===== src/lbpm_pkg.sv =====
// Shared types, codes and default sizes for the LRU buffer pool manager.
package lbpm_pkg;

	// Default sizes
	localparam int unsigned SlotsDef    = 32;
	localparam int unsigned DiskSizeDef = 8192;
	localparam int unsigned AgeBitsDef  = 16;

	// Fixed field widths
	localparam int unsigned OpW      = 2;
	localparam int unsigned BlkW     = 14;
	localparam int unsigned StatusW  = 2;
	localparam int unsigned SlotIdxW = 5;
	localparam int unsigned WbBlkW   = 13;

	// Request kinds
	localparam logic [OpW-1:0] OP_ALLOC  = 2'd0;
	localparam logic [OpW-1:0] OP_LOOKUP = 2'd1;
	localparam logic [OpW-1:0] OP_DIRTY  = 2'd2;
	// Unused code, answered as a miss
	localparam logic [OpW-1:0] OP_UNUSED = 2'd3;

	// Result status codes
	localparam logic [StatusW-1:0] ST_OK   = 2'd0;
	localparam logic [StatusW-1:0] ST_OOB  = 2'd1;
	localparam logic [StatusW-1:0] ST_MISS = 2'd2;

	// Flags carried by the search item along the chain
	typedef struct packed {
		logic match_found;
		logic free_found;
		logic best_dirty;
	} srch_flags_t;

	// Update broadcast to every cell at the end of a search
	typedef struct packed {
		logic age_all;
		logic install;
		logic mark;
	} cmt_ctl_t;

endpackage


===== src/lbpm_cell.sv =====
// One buffer slot: its state plus one stage of the search chain.
module lbpm_cell #(
	parameter int unsigned CELL_IDX = 0,
	parameter int unsigned IDX_W    = 5,
	parameter int unsigned TAG_W    = 13,
	parameter int unsigned AGE_BITS = 16
) (
	input  logic                    clk,
	input  logic                    arst_n,
	// search item from the previous cell
	input  logic [TAG_W-1:0]        blk_in,
	input  lbpm_pkg::srch_flags_t   flags_in,
	input  logic [IDX_W-1:0]        match_idx_in,
	input  logic [IDX_W-1:0]        free_idx_in,
	input  logic [IDX_W-1:0]        best_idx_in,
	input  logic [AGE_BITS-1:0]     best_age_in,
	input  logic [TAG_W-1:0]        best_tag_in,
	// search item to the next cell
	output logic [TAG_W-1:0]        blk_out,
	output lbpm_pkg::srch_flags_t   flags_out,
	output logic [IDX_W-1:0]        match_idx_out,
	output logic [IDX_W-1:0]        free_idx_out,
	output logic [IDX_W-1:0]        best_idx_out,
	output logic [AGE_BITS-1:0]     best_age_out,
	output logic [TAG_W-1:0]        best_tag_out,
	// broadcast update
	input  lbpm_pkg::cmt_ctl_t      cmt,
	input  logic [IDX_W-1:0]        cmt_idx,
	input  logic [TAG_W-1:0]        cmt_tag
);
	import lbpm_pkg::*;

	localparam logic [IDX_W-1:0] MyIdx = IDX_W'(CELL_IDX);

	logic                valid_q;
	logic                dirty_q;
	logic [TAG_W-1:0]    tag_q;
	logic [AGE_BITS-1:0] age_q;

	logic [AGE_BITS-1:0] aged;
	logic                hit;
	logic                take_best;
	logic                sel;

	logic [TAG_W-1:0]    blk_q;
	srch_flags_t         flags_q;
	logic [IDX_W-1:0]    match_idx_q;
	logic [IDX_W-1:0]    free_idx_q;
	logic [IDX_W-1:0]    best_idx_q;
	logic [AGE_BITS-1:0] best_age_q;
	logic [TAG_W-1:0]    best_tag_q;

	// Age as it will be once the allocate ages occupied slots (saturating)
	always_comb begin
		aged = age_q;
		if (valid_q && (age_q != '1)) begin
			aged = age_q + AGE_BITS'(1);
		end
	end

	assign hit       = valid_q && (tag_q == blk_in);
	assign take_best = (CELL_IDX == 0) || (aged > best_age_in);
	assign sel       = (cmt_idx == MyIdx);

	// Advance the search item by one cell
	always_ff @(posedge clk) begin
		blk_q                <= blk_in;
		flags_q.match_found  <= flags_in.match_found | hit;
		match_idx_q          <= flags_in.match_found ? match_idx_in : MyIdx;
		flags_q.free_found   <= flags_in.free_found | ~valid_q;
		free_idx_q           <= flags_in.free_found ? free_idx_in : MyIdx;
		flags_q.best_dirty   <= take_best ? dirty_q : flags_in.best_dirty;
		best_idx_q           <= take_best ? MyIdx : best_idx_in;
		best_age_q           <= take_best ? aged : best_age_in;
		best_tag_q           <= take_best ? tag_q : best_tag_in;
	end

	assign blk_out       = blk_q;
	assign flags_out     = flags_q;
	assign match_idx_out = match_idx_q;
	assign free_idx_out  = free_idx_q;
	assign best_idx_out  = best_idx_q;
	assign best_age_out  = best_age_q;
	assign best_tag_out  = best_tag_q;

	// Hold slot flags and age; apply ageing, install and mark
	always_ff @(posedge clk or negedge arst_n) begin
		if (!arst_n) begin
			valid_q <= 1'b0;
			dirty_q <= 1'b0;
			age_q   <= '0;
		end else begin
			if (cmt.age_all) begin
				age_q <= aged;
			end
			if (cmt.install && sel) begin
				valid_q <= 1'b1;
				dirty_q <= 1'b0;
				age_q   <= '0;
			end else if (cmt.mark && sel) begin
				dirty_q <= 1'b1;
			end
		end
	end

	// Tag is written only on install
	always_ff @(posedge clk) begin
		if (cmt.install && sel) begin
			tag_q <= cmt_tag;
		end
	end

endmodule


===== src/lru_buffer_pool_manager_unit.sv =====
// One search sweep per item: the request walks down the row of slot cells (one cell per
// cycle), then the update state stores the result once the output register is free.
// A new item is accepted only after that, back in the idle state.
// A finished result waits in the output register while the next item is searched.
// Reset (arst_n low, asynchronous): all slots free and clean, ages zero, no result held.
module lru_buffer_pool_manager_unit #(
	parameter int unsigned SLOTS     = lbpm_pkg::SlotsDef,
	parameter int unsigned DISK_SIZE = lbpm_pkg::DiskSizeDef,
	parameter int unsigned AGE_BITS  = lbpm_pkg::AgeBitsDef
) (
	input  logic        clk,
	input  logic        arst_n,
	input  logic        s_tvalid,
	output logic        s_tready,
	input  logic [15:0] s_tdata,  // [13:0] block_number
	input  logic [1:0]  s_tuser,  // [1:0] operation
	output logic        m_tvalid,
	input  logic        m_tready,
	output logic [23:0] m_tdata   // [1:0] status, [6:2] slot_index,
	                              // [7] writeback_valid, [20:8] writeback_block
);
	import lbpm_pkg::*;

	localparam int unsigned IDX_W = (SLOTS > 1) ? $clog2(SLOTS) : 1;
	localparam int unsigned TAG_W = (DISK_SIZE > 1) ? $clog2(DISK_SIZE) : 1;

	typedef enum logic [1:0] {
		S_IDLE,
		S_SEARCH,
		S_COMMIT
	} state_t;

	state_t              state_q;
	logic [IDX_W-1:0]    cnt_q;
	logic [OpW-1:0]      op_q;
	logic [BlkW-1:0]     blk_q;
	logic                out_valid_q;
	logic [23:0]         out_data_q;

	// Chain wiring, one entry per cell boundary
	logic [TAG_W-1:0]    c_blk       [SLOTS+1];
	srch_flags_t         c_flags     [SLOTS+1];
	logic [IDX_W-1:0]    c_match_idx [SLOTS+1];
	logic [IDX_W-1:0]    c_free_idx  [SLOTS+1];
	logic [IDX_W-1:0]    c_best_idx  [SLOTS+1];
	logic [AGE_BITS-1:0] c_best_age  [SLOTS+1];
	logic [TAG_W-1:0]    c_best_tag  [SLOTS+1];

	cmt_ctl_t            cmt;
	logic [IDX_W-1:0]    cmt_idx;
	logic                out_free;
	logic                oob;
	logic [StatusW-1:0]  r_status;
	logic [IDX_W-1:0]    r_idx;
	logic                r_wbv;
	logic [TAG_W-1:0]    r_wbb;
	logic [IDX_W:0]      idx_ext;
	logic [BlkW:0]       tag_ext;
	logic [SlotIdxW-1:0] r_slot;
	logic [WbBlkW-1:0]   r_wb_blk;

	// Inject the held request at the head of the chain
	assign c_blk[0]       = blk_q[TAG_W-1:0];
	assign c_flags[0]     = '0;
	assign c_match_idx[0] = '0;
	assign c_free_idx[0]  = '0;
	assign c_best_idx[0]  = '0;
	assign c_best_age[0]  = '0;
	assign c_best_tag[0]  = '0;

	for (genvar g = 0; g < SLOTS; g++) begin : g_cell
		lbpm_cell #(
			.CELL_IDX (g),
			.IDX_W    (IDX_W),
			.TAG_W    (TAG_W),
			.AGE_BITS (AGE_BITS)
		) u_cell (
			.clk           (clk),
			.arst_n        (arst_n),
			.blk_in        (c_blk[g]),
			.flags_in      (c_flags[g]),
			.match_idx_in  (c_match_idx[g]),
			.free_idx_in   (c_free_idx[g]),
			.best_idx_in   (c_best_idx[g]),
			.best_age_in   (c_best_age[g]),
			.best_tag_in   (c_best_tag[g]),
			.blk_out       (c_blk[g+1]),
			.flags_out     (c_flags[g+1]),
			.match_idx_out (c_match_idx[g+1]),
			.free_idx_out  (c_free_idx[g+1]),
			.best_idx_out  (c_best_idx[g+1]),
			.best_age_out  (c_best_age[g+1]),
			.best_tag_out  (c_best_tag[g+1]),
			.cmt           (cmt),
			.cmt_idx       (cmt_idx),
			.cmt_tag       (blk_q[TAG_W-1:0])
		);
	end

	assign out_free = !out_valid_q || m_tready;
	assign oob      = {1'b0, blk_q} >= (BlkW+1)'(DISK_SIZE);

	// Decide the result from the item that left the last cell
	always_comb begin
		r_status = ST_OK;
		r_idx    = '0;
		r_wbv    = 1'b0;
		r_wbb    = '0;
		cmt      = '0;
		cmt_idx  = '0;
		if (op_q == OP_UNUSED) begin
			r_status = ST_MISS;
		end else if (oob) begin
			r_status = ST_OOB;
		end else begin
			case (op_q)
				OP_ALLOC: begin
					cmt.age_all = 1'b1;
					cmt.install = 1'b1;
					if (c_flags[SLOTS].free_found) begin
						cmt_idx = c_free_idx[SLOTS];
					end else begin
						cmt_idx = c_best_idx[SLOTS];
						r_wbv   = c_flags[SLOTS].best_dirty;
						r_wbb   = c_flags[SLOTS].best_dirty ? c_best_tag[SLOTS] : '0;
					end
					r_idx = cmt_idx;
				end
				OP_LOOKUP: begin
					if (c_flags[SLOTS].match_found) begin
						r_idx = c_match_idx[SLOTS];
					end else begin
						r_status = ST_MISS;
					end
				end
				OP_DIRTY: begin
					if (c_flags[SLOTS].match_found) begin
						cmt.mark = 1'b1;
						cmt_idx  = c_match_idx[SLOTS];
					end else begin
						r_status = ST_MISS;
					end
				end
				default: begin
					r_status = ST_MISS;
				end
			endcase
		end
		// Only update the slots in the one cycle the result is stored
		if (!(state_q == S_COMMIT && out_free)) begin
			cmt = '0;
		end
	end

	// Fit slot number and tag into their output fields
	assign idx_ext  = {1'b0, r_idx};
	assign tag_ext  = (BlkW+1)'(r_wbb);
	assign r_slot   = SlotIdxW'(idx_ext);
	assign r_wb_blk = tag_ext[WbBlkW-1:0];

	assign s_tready = (state_q == S_IDLE);
	assign m_tvalid = out_valid_q;
	assign m_tdata  = out_data_q;

	// Sequence one request through search and update; hold the result
	always_ff @(posedge clk or negedge arst_n) begin
		if (!arst_n) begin
			state_q     <= S_IDLE;
			cnt_q       <= '0;
			op_q        <= '0;
			blk_q       <= '0;
			out_valid_q <= 1'b0;
			out_data_q  <= '0;
		end else begin
			if (out_valid_q && m_tready && (state_q != S_COMMIT)) begin
				out_valid_q <= 1'b0;
			end
			case (state_q)
				S_IDLE: begin
					if (s_tvalid) begin
						op_q    <= s_tuser;
						blk_q   <= s_tdata[BlkW-1:0];
						cnt_q   <= '0;
						state_q <= S_SEARCH;
					end
				end
				S_SEARCH: begin
					if (cnt_q == IDX_W'(SLOTS - 1)) begin
						state_q <= S_COMMIT;
					end else begin
						cnt_q <= cnt_q + IDX_W'(1);
					end
				end
				S_COMMIT: begin
					if (out_free) begin
						out_valid_q <= 1'b1;
						out_data_q  <= {3'b000, r_wb_blk, r_wbv, r_slot, r_status};
						state_q     <= S_IDLE;
					end
				end
				default: begin
					state_q <= S_IDLE;
				end
			endcase
		end
	end

endmodule


===== config.mk =====
export PLATFORM = sky130hd
export DESIGN_NAME = lru_buffer_pool_manager_unit
export DESIGN_NICKNAME = d
export VERILOG_FILES = /design/src/lbpm_pkg.sv /design/src/lbpm_cell.sv /design/src/lru_buffer_pool_manager_unit.sv
export SDC_FILE = /design/constraint.sdc
export NUM_CORES = 2
export LEC_CHECK = 0
export BUFFER_PORTS_ARGS = -buffer_cell sky130_fd_sc_hd__clkbuf_2
export CAP_MARGIN = 5
export CORE_AREA = 2 2 442 444
export CTS_BUF_LIST = sky130_fd_sc_hd__clkbuf_8
export DETAILED_ROUTE_END_ITERATION = 8
export DIE_AREA = 0 0 444 446
export GPL_TIMING_DRIVEN = 0
export PLACE_DENSITY = 0.76
export SYNTH_ARGS = -nofsm -noshare
export SYNTH_HDL_FRONTEND = slang
export SYNTH_SLANG_ARGS = --single-unit

===== constraint.sdc =====
create_clock -name clk -period 4.9 [get_ports clk]
set_clock_uncertainty 0.1 [all_clocks]
set_input_delay 1.47 -clock clk [delete_from_list [all_inputs] [get_ports clk]]
set_output_delay 1.47 -clock clk [all_outputs]
set_load 0.02 [all_outputs]

==> metrics <==
Placement Setup Slack=-824 ps; warning count from the yosys run=0; area grow syn2layout=12.1%; Worst Reg-to-Reg Cells=11; area of the core region=0.194 sq mm; die height=446 um; Layout Nets=11400; required time of the worst setup path=5780 ps; weighted congestion reported at the end of routability-driven placement=0.949; sequential area share after synthesis=55.6%; number of hold buffers added after CTS=0; worst reg2reg endpoint=g_cell[7].u_cell.age_q[4]$_DFFE_PN0P_; Clock Power Share=31.5%; cell-internal power=46600 uW; number of clock sinks seen by CTS=2835; nature of the critical path startpoint=flop; fraction of power spent switching nets=30.3%; number of maximum-capacitance constraint violations=0; Setup violations, final=0; Post-route DRC=0; wire length of the first global-routing pass=490000 um; mean number of vias per cell=5.82; startpoint of the most critical hold path=g_cell[12].u_cell.blk_out[2]$_DFF_P_; setup slack of the most critical reg-to-reg path=50 ps; min setup slack post-route=47.2 ps; Highest Clock Rate=206 MHz; number of buffers created by CTS=442; instance count along the most critical hold path=0; via total after detailed routing=80400; largest area contributor in the synthesized netlist=sky130_fd_sc_hd__dfxtp_1; Mapped Avg Cell Area=11.1 sq um; final wirelength=331000 um; estimated wirelength of the detail-placed design=243000 um; cell with the largest stage delay on the worst path=sky130_fd_sc_hd__clkbuf_1; critical register-to-register path startpoint=op_q[0]$_DFFE_PN0P_; portion of total power attributed to sequential cells=49.2%; Hold WS=188 ps; die boundary width=444 um; total count of hold-check failures in the final report=0; max-slew violations=0; post-synthesis sequential element count=2835; Worst Setup Path Type=flop to flop; number of optimization iterations in the first detailed-route pass=6; share of flip-flops with an asynchronous set or reset after synthesis=21.9%; worst hold endpoint=g_cell[13].u_cell.blk_out[2]$_DFF_P_; top cell types by occurrence after synthesis=1798 x sky130_fd_sc_hd__dfxtp_1, 738 x sky130_fd_sc_hd__inv_1, 702 x sky130_fd_sc_hd__mux2_2, 683 x sky130_fd_sc_hd__nand2_1, 621 x sky130_fd_sc_hd__dfrtp_1; number of global-route vias before repair=79600; Worst Max-Slew Pin Slew=1430 ps; cells after synthesis=10400; count of standard-cell rows=162; floorplan die area=0.198 sq mm; antenna violations before repair=12; Starting DRT DRC Count=7644; net switching power figure=20200 uW; path type of the worst min-delay path=flop to flop; static power due to leakage=0.0555 uW; share of the clock period used by the worst path=99.0%; pin count of the biggest net entering global routing=102; critical path capture point type=flop; library cells used by synthesis=97; min Tclk post-route=4850 ps; most common cell in the netlist=sky130_fd_sc_hd__dfxtp_1; pwr dens=517 mW/mm^2; port bufs=42; clock-pin transition on the worst setup and hold timing paths=70 ps; initial core utilization=59.5%; overall power=66800 uW; Post-Syn Area=0.115 sq mm; dominant synthesized flop cell=sky130_fd_sc_hd__dfxtp_1; design area=0.129 sq mm; routed length per placed instance=24.0 um; # H-tree levels=5; cell chain of the critical path=inv_1 -> ha_1 -> buf_2 -> buf_4 -> nand4_1 -> buf_2 -> clkbuf_1 -> clkbuf_1 -> buf_1 -> nand2_1 -> o41ai_1; EDFF count, synth=416; run status=complete, no violations; source-to-sink clock delay at the later pin of the worst-skew pair=1170 ps; Worst slew margin=4.60%; largest incremental delay on the critical path=1080 ps; main area contributors after synthesis=sky130_fd_sc_hd__dfxtp_1 31%, sky130_fd_sc_hd__dfrtp_1 13%, sky130_fd_sc_hd__edfxtp_1 11%; largest driver fanout on the critical path=10; arrival time at the worst endpoint=5730 ps; I/O pin count=48; final global-route overflow total=0; fraction of final layout cells with drive strength greater than 1=16.1%; cell area after placement=0.119 sq mm; combinational fraction of design power=19.3%; largest vdd supply drop=0.000506 V; worst-case clock buffer depth=4; root buf cell=sky130_fd_sc_hd__clkbuf_8; post-synth top area share=31.2%; clock tree from TritonCTS=yes; aggregate global-route resource usage=32.9%; number of antenna-violating nets in the routed design=0
==> critical path, delay by kind of cell, from the launching register on <==
| family | cells | cell delay (ps) |
|---|---|---|
| AO/OA/AOI/OAI | 1 | 110 |
| AND/OR/NAND/NOR | 2 | 280 |
| flip-flops | 1 | 390 |
| adder cells (fa/ha/maj) | 1 | 270 |
| buffers and inverters | 7 | 3540 |
==> layer usage <==
layer / GRT usage (%) / share of wire [%] / wire (um) / vias up
met5: 0 / 0.0039 / 13 / -
met4: 15.7 / 5.0 / 16500 / 2
met3: 5.13 / 6.6 / 22000 / 839
met2: 53.4 / 47 / 154000 / 3004
met1: 43.2 / 42 / 138000 / 39300
li1: - / - / - / 37300
==> cell usage in the layout (no fill, tap or decap), types with 34 or more instances in the layout <==
cell type,instances
sky130_fd_sc_hd__and2_1,180
sky130_fd_sc_hd__mux2i_1,52
sky130_fd_sc_hd__nand2b_1,232
sky130_fd_sc_hd__nor2b_1,64
sky130_fd_sc_hd__nor3_1,79
sky130_fd_sc_hd__xnor2_1,488
sky130_fd_sc_hd__nand4_1,313
sky130_fd_sc_hd__edfxtp_1,416
sky130_fd_sc_hd__nand3_1,357
sky130_fd_sc_hd__and4_1,56
sky130_fd_sc_hd__buf_2,95
sky130_fd_sc_hd__mux2_2,702
sky130_fd_sc_hd__or2_2,75
sky130_fd_sc_hd__o21ai_0,339
sky130_fd_sc_hd__nand2_1,683
sky130_fd_sc_hd__nor4_1,69
sky130_fd_sc_hd__ha_1,534
sky130_fd_sc_hd__xor2_1,358
sky130_fd_sc_hd__o31ai_1,124
sky130_fd_sc_hd__clkbuf_8,541
sky130_fd_sc_hd__and3_1,114
sky130_fd_sc_hd__a21o_1,54
sky130_fd_sc_hd__dfxtp_1,1798
sky130_fd_sc_hd__a21oi_1,484
sky130_fd_sc_hd__dfrtp_1,608
sky130_fd_sc_hd__nor2_1,480
sky130_fd_sc_hd__a31oi_1,40
sky130_fd_sc_hd__a22o_1,156
sky130_fd_sc_hd__clkbuf_2,76
sky130_fd_sc_hd__clkbuf_1,151
sky130_fd_sc_hd__bufinv_16,34
sky130_fd_sc_hd__inv_1,884
sky130_fd_sc_hd__clkinv_2,66
==> sequential cells by signal, indices dropped and copies added, names as in the netlist, 96 cells and up <==
| register | flops |
|---|---|
| g_cell.u_cell.best_idx_out | 129 |
| g_cell.u_cell.blk_out | 403 |
| g_cell.u_cell.best_age_out | 496 |
| g_cell.u_cell.free_idx_out | 129 |
| g_cell.u_cell.best_tag_out | 416 |
| g_cell.u_cell.age_q | 512 |
| g_cell.u_cell.match_idx_out | 129 |
| g_cell.u_cell.flags_out | 96 |
| g_cell.u_cell.tag_q | 416 |
==> cell type report <==
class                           count  area (sq um)
Antenna cell                       10          25.0
Buffer                            308          1390
Clock buffer                      540          7430
Clock inverter                    274          2100
Fill cell                       14600         64400
Inverter                          738          2770
Multi-Input combinational cell   6483         47300
Sequential cell                  2835         64100
Tap cell                         2542          3180
Timing Repair Buffer               83           901
==> how the worst max path moves through the flow <==
stage | start | cells after the start | to
2_1_floorplan | g_cell[27].u_cell.age_q[0]$_DFFE_PN0P_ | 15 | g_cell[27].u_cell.best_tag_out[10]$_DFF_P_
3_3_place_gp | arst_n | 1 | g_cell[3].u_cell.age_q[10]$_DFFE_PN0P_
3_5_place_dp | g_cell[7].u_cell.age_q[0]$_DFFE_PN0P_ | 16 | g_cell[7].u_cell.best_age_out[7]$_DFF_P_
4_1_cts | g_cell[28].u_cell.age_q[0]$_DFFE_PN0P_ | 16 | g_cell[28].u_cell.best_age_out[9]$_DFF_P_
5_1_grt | g_cell[7].u_cell.age_q[0]$_DFFE_PN0P_ | 17 | g_cell[7].u_cell.best_age_out[8]$_DFF_P_
6_report | op_q[0]$_DFFE_PN0P_ | 11 | g_cell[7].u_cell.age_q[4]$_DFFE_PN0P_
==> per-stage QoR <==
step                      TNS (ps)  util (%)  cells
after global placement    -9142640      61.3  13000
after CTS                        0      66.6  13800
after detailed placement   -206010      61.7  13000
after floorplan                  0         -  10400
final                            0      66.7  13800
after global routing         -8.95      66.7  13800
==> power by group through the flow <==
stage,logic (uW),registers (uW),clock network (uW)
floorplan,8720,31100,0
global placement,11800,33800,0
detailed placement,12600,33300,0
CTS,12800,32900,21300
global route,13900,33200,22300
finish,12900,32900,21100
==> timing repair <==
| action | in CTS | in global routing |
|---|---|---|
| resized for setup | 31 | 60 |
| pin swaps | 0 | 2 |
| setup buffers | 0 | 3 |
| endpoints found under the setup margin | 197 | 626 |
==> cells by family after synthesis <==
kind of cell	synth area share, %
buffers and inverters	3.61
AO/OA/AOI/OAI	8.38
flip-flops	55.6
other	0.00326
AND/OR/NAND/NOR	12.8
adder cells (fa/ha/maj)	5.80
multiplexers	7.35
XOR/XNOR	6.45
Note: power is estimated with default switching activity, not from simulation.
